<file path="src/design/percent_decoder_with_escape_macros.svh">
// ---------------------------------------------------------------------------
// Percent decoder assertion macros
// Shared concurrent assertion forms for the percent decoder.
// ---------------------------------------------------------------------------
`ifndef PERCENT_DECODER_WITH_ESCAPE_MACROS_SVH
`define PERCENT_DECODER_WITH_ESCAPE_MACROS_SVH

// Same-cycle implication, checked out of reset.
`define PCTDEC_ASSERT_IMPL(label, clk, rst_n, ante, cons) \
	label: assert property (@(posedge clk) disable iff (!rst_n) (ante) |-> (cons)) \
		else $error("percent decoder: implication failed");

// Next-cycle implication, checked out of reset.
`define PCTDEC_ASSERT_NEXT(label, clk, rst_n, ante, cons) \
	label: assert property (@(posedge clk) disable iff (!rst_n) (ante) |=> (cons)) \
		else $error("percent decoder: next-cycle implication failed");

`endif

</file>
<file path="src/design/pctdec_pkg.sv">
// ---------------------------------------------------------------------------
// Percent decoder package
// Shared types, register indexes, character codes and hex digit decode.
// ---------------------------------------------------------------------------
package pctdec_pkg;

	localparam int QUEUE_DEPTH_DEF = 4;

	localparam int CFG_IDX_W  = 3;
	localparam int CFG_DATA_W = 64;

	localparam logic [CFG_IDX_W-1:0] CFG_USE_BACKSLASH = 3'd0;
	localparam logic [CFG_IDX_W-1:0] CFG_DELIM_0       = 3'd1;
	localparam logic [CFG_IDX_W-1:0] CFG_DELIM_1       = 3'd2;
	localparam logic [CFG_IDX_W-1:0] CFG_DELIM_2       = 3'd3;
	localparam logic [CFG_IDX_W-1:0] CFG_DELIM_3       = 3'd4;

	localparam logic [7:0] CH_PERCENT   = 8'h25;
	localparam logic [7:0] CH_BACKSLASH = 8'h5C;
	localparam logic [7:0] CH_ZERO      = 8'h30;
	localparam logic [7:0] CH_NINE      = 8'h39;
	localparam logic [7:0] CH_UP_A      = 8'h41;
	localparam logic [7:0] CH_UP_F      = 8'h46;
	localparam logic [7:0] CH_LO_A      = 8'h61;
	localparam logic [7:0] CH_LO_F      = 8'h66;
	localparam logic [7:0] CH_UP_BIAS   = 8'h37;
	localparam logic [7:0] CH_LO_BIAS   = 8'h57;

	typedef enum logic [1:0] {
		PH_PLAIN = 2'd0,
		PH_HIGH  = 2'd1,
		PH_LOW   = 2'd2
	} phase_t;

	typedef enum logic {
		BK_FIRST  = 1'b0,
		BK_SECOND = 1'b1
	} bk_state_t;

	typedef struct packed {
		logic [7:0] data;
		logic       data_valid;
		logic       two;
		logic       last;
		logic       status;
	} job_t;

	typedef struct packed {
		logic full;
		logic empty;
	} q_status_t;

	// {valid, value} of a hex digit
	function automatic logic [4:0] hex_decode(input logic [7:0] c);
		logic [7:0] diff;
		logic [4:0] res;
		diff = 8'd0;
		res  = 5'd0;
		if (c >= CH_ZERO && c <= CH_NINE) begin
			diff = c - CH_ZERO;
			res  = {1'b1, diff[3:0]};
		end else if (c >= CH_UP_A && c <= CH_UP_F) begin
			diff = c - CH_UP_BIAS;
			res  = {1'b1, diff[3:0]};
		end else if (c >= CH_LO_A && c <= CH_LO_F) begin
			diff = c - CH_LO_BIAS;
			res  = {1'b1, diff[3:0]};
		end
		return res;
	endfunction

endpackage

</file>
<file path="src/design/percent_decoder_with_escape.sv">
// ---------------------------------------------------------------------------
// Percent decoder with backslash escaping
// Streams an encoded string one byte per transfer and emits decoded bytes.
// ---------------------------------------------------------------------------
// Input channel: in_valid/in_stall with in_byte and in_last; one byte per
// transfer, in_last on the final byte of a string.
// Output channel: out_valid/out_stall with out_byte, byte_valid, run_last,
// string_end and status. Each input byte gives zero, one or two results; the
// final byte always gives at least one, carrying string_end and status.
// Configuration: cfg_valid/cfg_ready write channel, cfg_index 0 selects the
// backslash enable, 1 to 4 the four 64-bit delimiter mask words. cfg_ready is
// always high; write only while the block is idle.
// Path: each job is written into the job queue, then registered in the output stage.
// Throughput: one input byte per cycle while the output is not stalled. A byte
// that needs a backslash in front occupies the output register for the backslash
// and then for the byte itself; the QUEUE_DEPTH-entry job queue absorbs short runs
// of them, and a longer run holds the input back through in_stall.
// Reset clears the escape state, error flag, configuration, queue and valid flag.
// While out_stall is high the output register holds; the queue fills and then
// in_stall rises until results drain.
// ---------------------------------------------------------------------------
module percent_decoder_with_escape #(
	parameter int QUEUE_DEPTH = pctdec_pkg::QUEUE_DEPTH_DEF
) (
	input  logic                                clk,
	input  logic                                arst_n,
	input  logic                                cfg_valid,
	output logic                                cfg_ready,
	input  logic [pctdec_pkg::CFG_IDX_W-1:0]    cfg_index,
	input  logic [pctdec_pkg::CFG_DATA_W-1:0]   cfg_data,
	input  logic                                in_valid,
	output logic                                in_stall,
	input  logic [7:0]                          in_byte,
	input  logic                                in_last,
	output logic                                out_valid,
	input  logic                                out_stall,
	output logic [7:0]                          out_byte,
	output logic                                byte_valid,
	output logic                                run_last,
	output logic                                string_end,
	output logic                                status
);
	import pctdec_pkg::*;

	`include "percent_decoder_with_escape_macros.svh"

	logic      q_push;
	logic      q_pop;
	job_t      q_wdata;
	job_t      q_rdata;
	q_status_t q_stat;

	assign cfg_ready = 1'b1;
	assign in_stall  = q_stat.full;

	pctdec_front u_front (
		.clk       (clk),
		.arst_n    (arst_n),
		.cfg_valid (cfg_valid),
		.cfg_index (cfg_index),
		.cfg_data  (cfg_data),
		.in_valid  (in_valid),
		.in_stall  (in_stall),
		.in_byte   (in_byte),
		.in_last   (in_last),
		.push      (q_push),
		.job       (q_wdata)
	);

	pctdec_queue #(
		.DEPTH (QUEUE_DEPTH)
	) u_queue (
		.clk    (clk),
		.arst_n (arst_n),
		.push   (q_push),
		.wdata  (q_wdata),
		.pop    (q_pop),
		.rdata  (q_rdata),
		.stat   (q_stat)
	);

	pctdec_back u_back (
		.clk        (clk),
		.arst_n     (arst_n),
		.job        (q_rdata),
		.stat       (q_stat),
		.pop        (q_pop),
		.out_valid  (out_valid),
		.out_stall  (out_stall),
		.out_byte   (out_byte),
		.byte_valid (byte_valid),
		.run_last   (run_last),
		.string_end (string_end),
		.status     (status)
	);

	`PCTDEC_ASSERT_IMPL(a_no_overflow, clk, arst_n, q_push, !q_stat.full)
	`PCTDEC_ASSERT_IMPL(a_no_underflow, clk, arst_n, q_pop, !q_stat.empty)
	`PCTDEC_ASSERT_IMPL(a_end_is_run_last, clk, arst_n, out_valid && string_end, run_last)
	`PCTDEC_ASSERT_IMPL(a_empty_is_end, clk, arst_n, out_valid && !byte_valid,
		string_end && out_byte == 8'd0)

endmodule

</file>
<file path="src/design/pctdec_front.sv">
// ---------------------------------------------------------------------------
// Percent decoder front end
// Holds configuration, tracks escape state and classifies each input byte.
// ---------------------------------------------------------------------------
module pctdec_front (
	input  logic                                clk,
	input  logic                                arst_n,
	input  logic                                cfg_valid,
	input  logic [pctdec_pkg::CFG_IDX_W-1:0]    cfg_index,
	input  logic [pctdec_pkg::CFG_DATA_W-1:0]   cfg_data,
	input  logic                                in_valid,
	input  logic                                in_stall,
	input  logic [7:0]                          in_byte,
	input  logic                                in_last,
	output logic                                push,
	output pctdec_pkg::job_t                    job
);
	import pctdec_pkg::*;

	logic         use_bs_q;
	logic [255:0] delim_q;
	phase_t       phase_q, phase_nx;
	logic [3:0]   nib_q, nib_nx;
	logic         err_q, err_nx;

	logic         accept;
	logic [4:0]   hex;
	logic [7:0]   val;
	logic         emit;
	logic         two;
	logic [7:0]   data;

	assign accept = in_valid && !in_stall;
	assign hex    = hex_decode(in_byte);
	assign val    = {nib_q, hex[3:0]};

	always_ff @(posedge clk or negedge arst_n) begin
		if (!arst_n) begin
			use_bs_q <= 1'b0;
			delim_q  <= '0;
		end else if (cfg_valid) begin
			unique case (cfg_index)
				CFG_USE_BACKSLASH: use_bs_q <= cfg_data[0];
				CFG_DELIM_0:       delim_q[63:0]    <= cfg_data;
				CFG_DELIM_1:       delim_q[127:64]  <= cfg_data;
				CFG_DELIM_2:       delim_q[191:128] <= cfg_data;
				CFG_DELIM_3:       delim_q[255:192] <= cfg_data;
				default: ;
			endcase
		end
	end

	always_comb begin
		phase_nx = phase_q;
		nib_nx   = nib_q;
		err_nx   = err_q;
		if (!err_q) begin
			unique case (phase_q)
				PH_HIGH: begin
					if (!hex[4]) begin
						err_nx   = 1'b1;
						phase_nx = PH_PLAIN;
					end else begin
						nib_nx   = hex[3:0];
						phase_nx = PH_LOW;
					end
				end
				PH_LOW: begin
					phase_nx = PH_PLAIN;
					if (!hex[4] || val == 8'd0) begin
						err_nx = 1'b1;
					end
				end
				default: begin
					if (in_byte == CH_PERCENT) begin
						phase_nx = PH_HIGH;
					end
				end
			endcase
		end
		if (in_last) begin
			if (phase_nx != PH_PLAIN) begin
				err_nx = 1'b1;
			end
		end
	end

	always_comb begin
		emit = 1'b0;
		two  = 1'b0;
		data = 8'd0;
		if (!err_q) begin
			unique case (phase_q)
				PH_HIGH: ;
				PH_LOW: begin
					if (hex[4] && val != 8'd0) begin
						emit = 1'b1;
						data = val;
						two  = use_bs_q && (val == CH_BACKSLASH || val == CH_PERCENT
							|| delim_q[val]);
					end
				end
				default: begin
					if (in_byte != CH_PERCENT) begin
						emit = 1'b1;
						data = in_byte;
					end
				end
			endcase
		end
		push            = accept && (emit || in_last);
		job.data        = data;
		job.data_valid  = emit;
		job.two         = two;
		job.last        = in_last;
		job.status      = in_last && err_nx;
	end

	always_ff @(posedge clk or negedge arst_n) begin
		if (!arst_n) begin
			phase_q <= PH_PLAIN;
			nib_q   <= 4'd0;
			err_q   <= 1'b0;
		end else if (accept) begin
			if (in_last) begin
				phase_q <= PH_PLAIN;
				nib_q   <= 4'd0;
				err_q   <= 1'b0;
			end else begin
				phase_q <= phase_nx;
				nib_q   <= nib_nx;
				err_q   <= err_nx;
			end
		end
	end

endmodule

</file>
<file path="src/design/pctdec_queue.sv">
// ---------------------------------------------------------------------------
// Percent decoder job queue
// Short first-in first-out buffer of classified jobs between front and back.
// ---------------------------------------------------------------------------
module pctdec_queue #(
	parameter int DEPTH = 4
) (
	input  logic                    clk,
	input  logic                    arst_n,
	input  logic                    push,
	input  pctdec_pkg::job_t        wdata,
	input  logic                    pop,
	output pctdec_pkg::job_t        rdata,
	output pctdec_pkg::q_status_t   stat
);
	import pctdec_pkg::*;

	localparam int PTR_W = (DEPTH > 1) ? $clog2(DEPTH) : 1;
	localparam int CNT_W = $clog2(DEPTH + 1);

	job_t             mem_q [DEPTH];
	logic [PTR_W-1:0] wr_ptr_q;
	logic [PTR_W-1:0] rd_ptr_q;
	logic [CNT_W-1:0] count_q;

	assign stat.full  = (count_q == CNT_W'(DEPTH));
	assign stat.empty = (count_q == '0);
	assign rdata      = mem_q[rd_ptr_q];

	always_ff @(posedge clk) begin
		if (push) begin
			mem_q[wr_ptr_q] <= wdata;
		end
	end

	always_ff @(posedge clk or negedge arst_n) begin
		if (!arst_n) begin
			wr_ptr_q <= '0;
			rd_ptr_q <= '0;
			count_q  <= '0;
		end else begin
			if (push) begin
				wr_ptr_q <= (wr_ptr_q == PTR_W'(DEPTH - 1)) ? '0 : wr_ptr_q + 1'b1;
			end
			if (pop) begin
				rd_ptr_q <= (rd_ptr_q == PTR_W'(DEPTH - 1)) ? '0 : rd_ptr_q + 1'b1;
			end
			if (push && !pop) begin
				count_q <= count_q + 1'b1;
			end else if (pop && !push) begin
				count_q <= count_q - 1'b1;
			end
		end
	end

endmodule

</file>
<file path="src/design/pctdec_back.sv">
// ---------------------------------------------------------------------------
// Percent decoder back end
// Expands each job into one or two results and holds them in the output stage.
// ---------------------------------------------------------------------------
module pctdec_back (
	input  logic                    clk,
	input  logic                    arst_n,
	input  pctdec_pkg::job_t        job,
	input  pctdec_pkg::q_status_t   stat,
	output logic                    pop,
	output logic                    out_valid,
	input  logic                    out_stall,
	output logic [7:0]              out_byte,
	output logic                    byte_valid,
	output logic                    run_last,
	output logic                    string_end,
	output logic                    status
);
	import pctdec_pkg::*;

	bk_state_t  state_q, state_nx;
	logic       load;
	logic       take;
	logic       lead;
	logic       valid_q;
	logic [7:0] byte_q, byte_nx;
	logic       bval_q, bval_nx;
	logic       rlast_q, rlast_nx;
	logic       send_q, send_nx;
	logic       stat_q, stat_nx;

	assign load = !valid_q || !out_stall;
	assign take = load && !stat.empty;
	assign lead = job.two && (state_q == BK_FIRST);

	always_comb begin
		state_nx = state_q;
		unique case (state_q)
			BK_FIRST: begin
				if (take && job.two) begin
					state_nx = BK_SECOND;
				end
			end
			BK_SECOND: begin
				if (take) begin
					state_nx = BK_FIRST;
				end
			end
			default: state_nx = BK_FIRST;
		endcase
	end

	always_comb begin
		pop = take && !lead;
		if (lead) begin
			byte_nx  = CH_BACKSLASH;
			bval_nx  = 1'b1;
			rlast_nx = 1'b0;
			send_nx  = 1'b0;
			stat_nx  = 1'b0;
		end else begin
			byte_nx  = job.data;
			bval_nx  = job.data_valid;
			rlast_nx = 1'b1;
			send_nx  = job.last;
			stat_nx  = job.status;
		end
	end

	always_ff @(posedge clk or negedge arst_n) begin
		if (!arst_n) begin
			state_q <= BK_FIRST;
			valid_q <= 1'b0;
		end else begin
			state_q <= state_nx;
			if (load) begin
				valid_q <= !stat.empty;
			end
		end
	end

	always_ff @(posedge clk) begin
		if (take) begin
			byte_q  <= byte_nx;
			bval_q  <= bval_nx;
			rlast_q <= rlast_nx;
			send_q  <= send_nx;
			stat_q  <= stat_nx;
		end
	end

	assign out_valid  = valid_q;
	assign out_byte   = byte_q;
	assign byte_valid = bval_q;
	assign run_last   = rlast_q;
	assign string_end = send_q;
	assign status     = stat_q;

endmodule
</file>
<file path="config.mk">
export PLATFORM = sky130hd
export DESIGN_NAME = percent_decoder_with_escape
export DESIGN_NICKNAME = d
export VERILOG_FILES = /design/src/design/pctdec_pkg.sv /design/src/design/percent_decoder_with_escape.sv /design/src/design/pctdec_front.sv /design/src/design/pctdec_queue.sv /design/src/design/pctdec_back.sv
export VERILOG_INCLUDE_DIRS = /design/src /design/src/design
export SDC_FILE = /design/constraint.sdc
export NUM_CORES = 1
export LEC_CHECK = 0
export BUFFER_PORTS_ARGS = -buffer_cell sky130_fd_sc_hd__buf_2
export CAP_MARGIN = 20
export CORE_ASPECT_RATIO = 0.75
export CORE_MARGIN = 1
export CORE_UTILIZATION = 35
export DETAILED_ROUTE_END_ITERATION = 7
export SYNTH_ARGS = -nofsm -noshare
export SYNTH_HDL_FRONTEND = slang
export SYNTH_HIERARCHICAL = 1
export SYNTH_SLANG_ARGS = --single-unit
</file>
<file path="constraint.sdc">
create_clock -name clk -period 3.5 [get_ports clk]
set_input_delay 0 -clock clk [delete_from_list [all_inputs] [get_ports clk]]
set_output_delay 0 -clock clk [all_outputs]
set_load 0.05 [all_outputs]
</file>
==> results_dict.tcl, run 1 <==
set metrics [dict create \
    crit_arrival_ns 3.77 \
    fin_crit_sh_pct 96.5 \
    yosysTopAreaCell "dfrtp_1" \
    yosysWarnings 6 \
    drc 0 \
    switching_share_pct 29.8 \
    detail-route-antenna-nets 0 \
    synth_nets 1231 \
    cellPowerDensity_nw_per_um2 653 \
    place_congestion 0.924 \
    drt_iter0_drc 761 \
    synth-async-reset-ratio_pct 82.0 \
    first_pass_iters 5 \
    insertion_delay_ns 0.53 \
    rsz0062_at_grt "no" \
    rr_worst_depth 10 \
    stdcell_count 1929 \
    die_height_um 185 \
    htreeDepth 2 \
    ys_types 74 \
    synth-seq-cells 333 \
    fin_total_pwr_w 0.0124 \
    finalInstanceArea_um2 19000 \
    coreArea_um2 43600 \
    dpl.hpwl_um 28800 \
    syn_area_per_cell_um2 13.7 \
    antennaDiodeCount 0 \
    critical_path.max_fanout 14 \
    place_area_um2 17000 \
    skew_ns 0.00990 \
    crit_type "input pin to flop" \
    cts_buffer_depth 3 \
    slew_violations 0 \
    grt_pass1_vias 10504 \
    rows 66 \
    required_ns 3.89 \
    synth_top_area_share_pct 43.9 \
    p_leak_nw 7.73 \
    power.share.combinational_pct 25.2 \
    clock_sinks 333 \
    p_switching_w 0.00370 \
    numPlacedInstances 1791 \
    cp-start-kind "input pin" \
    tns_ns 0 \
    synth_area_um2 15600 \
    grt_max_degree 102 \
    synthTopCellsByCount "dfrtp_1, mux2_2, nand2_1, edfxtp_1, clkbuf_1" \
    place_ws_ns 0.100 \
    min_path_type "input pin to flop" \
    min_period_ns 3.38 \
    yosysSeqAreaShare_pct 55.5 \
    outcome "finished, final reports clean" \
    endpoint_kind "flop" \
    ir_worst_vdd_uv 395 \
    syn_inst 1138 \
    p_seq_share_pct 44.2 \
    ios 96 \
    grt_antenna_before_repair 0 \
    die_x_um 245 \
    tightest_slew_ns 0.887 \
    synth_ff_type "dfrtp_1" \
    drv_cap 0 \
    dieArea_um2 45300 \
    cts_tree "built" \
    reg2reg_from "u_front/nib_q[0]" \
    clkPwrFrac_pct 30.6 \
    crit_path_end "u_queue/mem_q[1][2]" \
    avgViaCountPerCell 5.37 \
    reg2reg_slack_ns 0.65 \
    grt_pass1_wl_um 65900 \
    internal-power_w 0.00870 \
    fin_nets 1417 \
    area_growth_pct 22.0 \
    port_buffers 94 \
    clk_pin_slew_ns 0.06 \
    drive_above_1_share_pct 38.1 \
    clockRootBuffer "clkbuf_16" \
    synth_edf_count 60 \
    numCtsBuffers 36 \
    start_util_pct 35.7 \
    wl_per_cell_um 21.9 \
    synth_most_common_cell "dfrtp_1" \
    grt_util_all_layers_pct 19.1 \
    critical_path.startpoint "in_byte[0]" \
    reg2reg_to "u_queue/count_q[1]" \
    hold_violations 0 \
    grt-ovfl-total 0 \
    yosys-top-cells-area "dfrtp_1, mux2_2, edfxtp_1" \
    max_clock_freq_mhz 296 \
    setup_viol 0 \
    vias 10364 \
    finalWorstSetupSlack_ns 0.124 \
    relSlewSlack_pct 40.9 \
    drt_wl_total_um 42200 \
]
==> worst min path at each step <==
stage	slack [ns]	start	to	cells after the start
4_1_cts	0.01	in_byte[5]	u_queue/mem_q[2][9]	3
3_3_place_gp	0.10	arst_n	u_front/delim_q[90]	1
6_report	0.04	in_byte[3]	u_queue/mem_q[2][7]	3
2_1_floorplan	-0.30	arst_n	u_back/out_valid	0
5_1_grt	0.04	in_byte[3]	u_queue/mem_q[2][7]	3
3_5_place_dp	0.12	arst_n	u_front/delim_q[88]	1
==> registers in the layout (all words and copies together) (netlist names), 2 cells and up <==
signal,cells
u_front/phase_q,2
u_queue/wr_ptr_q,2
u_queue/mem_q,48
u_back/out_byte,8
u_front/nib_q,4
u_queue/rd_ptr_q,2
u_front/delim_q,256
u_queue/count_q,3
==> layer usage <==
layer | track usage [%] | routed length, µm | vias up
li1 | - | - | 4646
met1 | 28.3 | 20300 | 5355
met2 | 28.4 | 18400 | 317
met3 | 4.46 | 2850 | 46
met4 | 3.83 | 586 | 0
met5 | 0 | 0 | -
==> power groups by stage <==
stage	registers, W	clock network, W	logic, W
6_report	0.00548	0.00379	0.00312
5_1_grt	0.00560	0.00405	0.00339
4_1_cts	0.00548	0.00390	0.00313
3_5_place_dp	0.00555	0	0.00305
3_3_place_gp	0.00551	0	0.00298
2_1_floorplan	0.00563	0	0.00196
==> kinds of logic after synthesis <==
family	count (synthesis)	synth area share [%]
multiplexers	329	26.0
buffers and inverters	93	2.90
AND/OR/NAND/NOR	214	7.05
other	1	0.0241
XOR/XNOR	6	0.338
flip-flops	333	55.5
adder cells (fa/ha/maj)	12	1.01
AO/OA/AOI/OAI	150	7.21
==> final cells by class <==
| class | count | area (µm²) |
|---|---|---|
| clock inverters | 14 | 151 |
| inverters | 12 | 45.0 |
| fillers | 3974 | 24600 |
| multi-input cells | 712 | 6550 |
| flip-flops and latches | 333 | 8630 |
| well taps | 578 | 723 |
| clock buffers | 51 | 1010 |
| repair buffers | 229 | 1860 |
==> stage by stage <==
step / hold slack (ns) / utilization [%]
6_report: 0.0390 / 43.5
5_1_grt: 0.0443 / 43.5
4_1_cts: 0.0124 / 43.4
3_5_place_dp: 0.123 / 39.1
3_3_place_gp: 0.101 / 39.1
2_1_floorplan: -0.296 / -
==> critical path, cell delays in order <==
cell and delay (ns):
dlygate4sd3_1 0.53, buf_2 0.14, inv_1 0.07, ha_1 0.19, or3b_2 0.47, and4_1 0.31
or2_2 0.49, buf_4 0.24, a311o_1 0.27, a21oi_1 0.20, o21ai_0 0.18, a41o_1 0.29
a41oi_1 0.20, buf_4 0.18
==> cells in the final DEF, fill, tap and decap left out, types with 9 or more instances in the layout <==
master and instances:
a211oi_1 19, a21oi_1 21, a31oi_1 10, a32oi_1 9, and2_1 12, and3_1 24
buf_12 15, buf_2 93, buf_4 48, clkbuf_1 11, clkbuf_16 37, dfrtp_1 273
dlygate4sd3_1 71, edfxtp_1 60, ha_1 11, inv_1 12, mux2_2 261, mux2i_1 38
mux4_1 12, mux4_2 18, nand2_1 83, nand2b_1 9, nor2_1 24, o21ai_0 15
==> repair_timing <==
| action | in CTS | in global routing |
|---|---|---|
| endpoints found under the hold margin | 375 | 0 |
| setup endpoints to repair | 0 | 4 |
| resized for setup | 0 | 7 |
| hold buffers | 71 | 0 |
| setup buffers | 0 | 2 |
Note: power is estimated with default switching activity, not from simulation.
==> run 2, diff against run 1 <==
CORE_UTILIZATION = 30   (was 35)
==> run 2 against run 1 <==
Against the previous run:
- hold slack better by 0.0031 ns
- clock power is 1% lower
- critical endpoint unchanged
- non-clock buffer count is 11 higher
==> results_dict.tcl, run 2 (synthesized netlist as in run 1, its figures left out) <==
set metrics [dict create \
    top_register "u_front/delim_q" \
    numCtsBuffers 34 \
    drv_cap 0 \
    avgViaCountPerCell 5.18 \
    ir_worst_vdd_uv 299 \
    hold_violations 0 \
    coreArea_um2 50600 \
    fin_nets 1426 \
    final_common_cell "dfrtp_1" \
    detail-route-antenna-nets 0 \
    cts_tree "built" \
    die_height_um 199 \
    dpl.hpwl_um 29800 \
    rr_worst_depth 10 \
    finalWorstSetupSlack_ns 0.263 \
    min_to "u_queue/mem_q[2][10]" \
    outcome "finished, final reports clean" \
    crit_type "input pin to flop" \
    required_ns 3.79 \
    area_growth_pct 22.4 \
    grt_max_degree 106 \
    fin_total_pwr_w 0.0123 \
    rows 71 \
    skew_ns 0.0223 \
    htreeDepth 2 \
    clockRootBuffer "clkbuf_16" \
    p_leak_nw 7.74 \
    cellPowerDensity_nw_per_um2 647 \
    drc 0 \
    holdPathStages 3 \
    post_cts.repair.setup_buffers 0 \
    wl_per_cell_um 21.0 \
    dieArea_um2 52800 \
    max_clock_freq_mhz 309 \
    insertion_delay_ns 0.53 \
    min_period_ns 3.24 \
    place_congestion 0.896 \
    hold_ws_ns 0.0421 \
    place_ws_ns -0.135 \
    start_util_pct 30.7 \
    reg2reg_from "u_front/nib_q[0]" \
    rsz0062_at_grt "no" \
    grt-ovfl-total 0 \
    endpoint_kind "flop" \
    clk_pin_slew_ns 0.06 \
    critical_path.max_fanout 27 \
    die_x_um 265 \
    grt_util_all_layers_pct 16.3 \
    drive_above_1_share_pct 38.3 \
    drt_iter0_drc 1048 \
    worstHoldStart "in_byte[6]" \
    first_pass_iters 5 \
    vias 10423 \
    largest_reg_flops 256 \
    grt_pass1_wl_um 66200 \
    port_buffers 94 \
    relSlewSlack_pct 42.8 \
    postCtsHoldBufs 73 \
    cts_buffer_depth 3 \
    tns_ns 0 \
    fin_crit_sh_pct 92.5 \
    grt_pass1_vias 10788 \
    slew_violations 0 \
    setup_viol 0 \
    antennaDiodeCount 0 \
    most-common-layout-cells "dfrtp_1, mux2_2, buf_2" \
    crit_arrival_ns 3.52 \
    cts-resized-gates 0 \
    clock_sinks 333 \
    drt_wl_total_um 42200 \
    tightest_slew_ns 0.858 \
    min_path_type "input pin to flop" \
    cp-start-kind "input pin" \
    grt_antenna_before_repair 1 \
    reg2reg_slack_ns 0.72 \
    reg2reg_to "u_queue/count_q[1]" \
    ios 96 \
]
-- run 2: through the flow --
| stage | area, µm² | instances | utilization, % |
|---|---|---|---|
| floorplan | 15600 | 1138 | - |
| global placement | 17200 | 1881 | 33.9 |
| detailed placement | 17200 | 1881 | 33.9 |
| CTS | 19000 | 2013 | 37.6 |
| global route | 19000 | 2013 | 37.6 |
| finish | 19000 | 2013 | 37.6 |
-- run 2: how the worst max path moves through the flow --
stage,from,to,slack (ns),cells after the start
detailed placement,in_byte[1],u_queue/mem_q[2][2],-0.14,15
global route,in_byte[5],u_queue/mem_q[1][2],0.11,14
global placement,in_byte[1],u_queue/mem_q[3][2],-0.08,15
floorplan,in_byte[3],u_queue/count_q[2],0.005,15
finish,in_byte[5],u_queue/mem_q[1][2],0.26,14
CTS,in_byte[5],u_queue/mem_q[3][2],0.31,14
-- run 2: power by group --
part | switching, W | leakage [nW] | internal, W | total [W]
combinational | 0.00164 | 3.34 | 0.00145 | 0.00309
clock | 0.00153 | 0.561 | 0.00221 | 0.00374
sequential | 0.000500 | 3.84 | 0.00499 | 0.00549
total | 0.00367 | 7.74 | 0.00865 | 0.0123
-- run 2: area by class of cell --
| class | instances | area [µm²] |
|---|---|---|
| clock buffers | 48 | 993 |
| fillers | 4823 | 31600 |
| flip-flops and latches | 333 | 8630 |
| repair buffers | 240 | 1870 |
| clock inverters | 11 | 146 |
| inverters | 12 | 45.0 |
| well taps | 657 | 822 |
| multi-input cells | 712 | 6520 |
-- run 2: critical path: stages --
cell and delay, ns:
dlygate4sd3_1 0.53, buf_2 0.12, nand4bb_1 0.25, a211o_1 0.43, nand2_4 0.19, buf_12 0.24
buf_12 0.18, mux2i_1 0.21, o22a_1 0.15, a21boi_0 0.11, a221oi_1 0.49, a211o_1 0.21
a41oi_1 0.19, buf_4 0.21
-- run 2: routing by layer --
metal  track usage, %  wire length, µm
met2             24.5            18500
met3             3.87             3110
met4             3.13              562
met1             23.7            20000
met5                0               12
==> run 3, diff against run 2 <==
ABC_CLOCK_PERIOD_IN_PS = 3500   (was not set)
HOLD_SLACK_MARGIN = 0.06   (was not set)
==> run 3 against run 2 <==
Against the previous run:
- critical path depth unchanged
- die area unchanged
- fmax down 5.4%
- clock power about the same
- global-route usage about the same
- design area up 0.57%
- via count up 0.86%
- total power up 0.17%
- non-clock buffer count up 7
- sequential power about the same
- routed wire length up 0.34%
- largest power group unchanged
- core utilization up 0.21 points
==> results_dict.tcl, run 3 (synthesized netlist as in run 1, its figures left out) <==
set metrics [dict create \
    cpPeakStageDelay_ns 0.58 \
    ios 96 \
    place_congestion 0.896 \
    final_common_cell "dfrtp_1" \
    fin_total_pwr_w 0.0123 \
    cp-start-kind "input pin" \
    port_buffers 94 \
    crit_arrival_ns 3.82 \
    first_pass_iters 6 \
    setup_viol 0 \
    cp_slowest_cell "o21ai_0" \
    cellPowerDensity_nw_per_um2 645 \
    drt_wl_total_um 42400 \
    tightest_slew_ns 0.863 \
    vias 10513 \
    cts_buffer_depth 3 \
    rows 71 \
    largest_reg_flops 256 \
    endpoint_kind "flop" \
    outcome "finished, final reports clean" \
    grt_pass1_wl_um 66300 \
    crit_type "input pin to flop" \
    die_height_um 199 \
    cts_tree "built" \
    insertion_delay_ns 0.53 \
    rsz0062_at_grt "no" \
    fin_nets 1433 \
    numCtsBuffers 34 \
    cpLargestDelayFamily "compound AO/OA/AOI/OAI gates" \
    finalWorstSetupSlack_ns 0.0786 \
    clk_pin_slew_ns 0.06 \
    start_util_pct 30.7 \
    top_register "u_front/delim_q" \
    drc 0 \
    grt_util_all_layers_pct 16.3 \
    clock_sinks 333 \
    clockRootBuffer "clkbuf_16" \
    dpl.hpwl_um 29800 \
    detail-route-antenna-nets 0 \
    area_growth_pct 23.1 \
    grt_max_degree 106 \
    grt-ovfl-total 0 \
    drive_above_1_share_pct 38.5 \
    avgViaCountPerCell 5.20 \
    hold_violations 0 \
    coreArea_um2 50600 \
    min_path_type "input pin to asynchronous set/reset pin" \
    path_common_cell "buf_4" \
    die_x_um 265 \
    max_clock_freq_mhz 292 \
    required_ns 3.90 \
    place_ws_ns -0.135 \
    wl_per_cell_um 21.0 \
    most-common-layout-cells "dfrtp_1, mux2_2, buf_2" \
    p_leak_nw 7.79 \
    dieArea_um2 52800 \
    critical_path.max_fanout 18 \
    cp_cell_sequence "dlygate4sd3_1, buf_2, or3b_2, nand4_1, buf_4, and2_1, buf_12, nand2_1, a31oi_1, a21oi_1, o21ai_0, a211oi_2, a41oi_2, buf_4" \
    drv_cap 0 \
    relSlewSlack_pct 42.5 \
    grt_pass1_vias 10811 \
    slew_violations 0 \
    grt_antenna_before_repair 1 \
    htreeDepth 2 \
    skew_ns 0.0231 \
    fin_crit_sh_pct 97.8 \
    ir_worst_vdd_uv 299 \
    drt_iter0_drc 967 \
    crit_buf_inv 5 \
    antennaDiodeCount 0 \
    min_period_ns 3.42 \
]
## run 3: final timing paths
check | from | endpoint | slack (ns) | depth (start not counted)
worst max-delay path | in_byte[2] | u_queue/mem_q[1][2] | 0.08 | 14
worst min-delay path | arst_n | u_front/delim_q[107] | 0.1 | 2
worst max register to register | u_front/nib_q[0] | u_queue/count_q[1] | 0.73 | 10
worst min register to register | u_queue/count_q[2] | u_queue/count_q[2] | 0.50 | 1
max in group asynchronous | arst_n | u_front/delim_q[220] | 2.38 | 3
min in group clk | in_valid | u_front/nib_q[3] | 0.11 | 4
## run 3: cell type report
class / instances / area (µm²)
Tap cell: 657 / 822
Clock buffer: 48 / 993
Sequential cell: 333 / 8630
Fill cell: 4807 / 31500
Timing Repair Buffer: 247 / 1940
Multi-Input combinational cell: 712 / 6570
Clock inverter: 11 / 146
Inverter: 12 / 45.0
## run 3: routing by layer
metal  GRT usage [%]  share of wire, %  up-vias  wire [µm]
li1                -                 -     4673          -
met1            23.8                47     5419      20100
met2            24.5                44      357      18500
met3            3.87               7.5       62       3160
met4            3.13               1.4        2        601
met5               0             0.028        -         12
## run 3: worst register-to-register path: cells and delay by family (launching register included)
family | cells | cell delay [ns]
simple gates | 2 | 0.62
flops | 1 | 0.39
fa+ha+maj | 2 | 0.65
mux | 1 | 0.26
buf+inv | 1 | 0.08
compound gates | 4 | 0.66
## run 3: power breakdown
group	internal [W]	switching [W]
Combinational	0.00147	0.00165
Clock	0.00221	0.00153
Sequential	0.00499	0.000500
Total	0.00866	0.00368
## run 3: metrics by stage
stage          TNS [ns]  area [µm²]  utilization (%)  std cells  hold WS [ns]
6_report              0       19100             37.8       2020        0.0973
2_1_floorplan         0       15600                -       1138        -0.296
5_1_grt               0       19100             37.8       2020         0.115
4_1_cts               0       19100             37.7       2019        0.0688
3_3_place_gp     -0.339       17200             33.9       1881        0.0932
3_5_place_dp     -0.541       17200             33.9       1881         0.102
## run 3: what timing repair did
item	CTS	global route
setup endpoints to repair	0	6
setup buffers	0	1
resized for setup	0	7
hold buffers	79	0
endpoints found under the hold margin	411	0
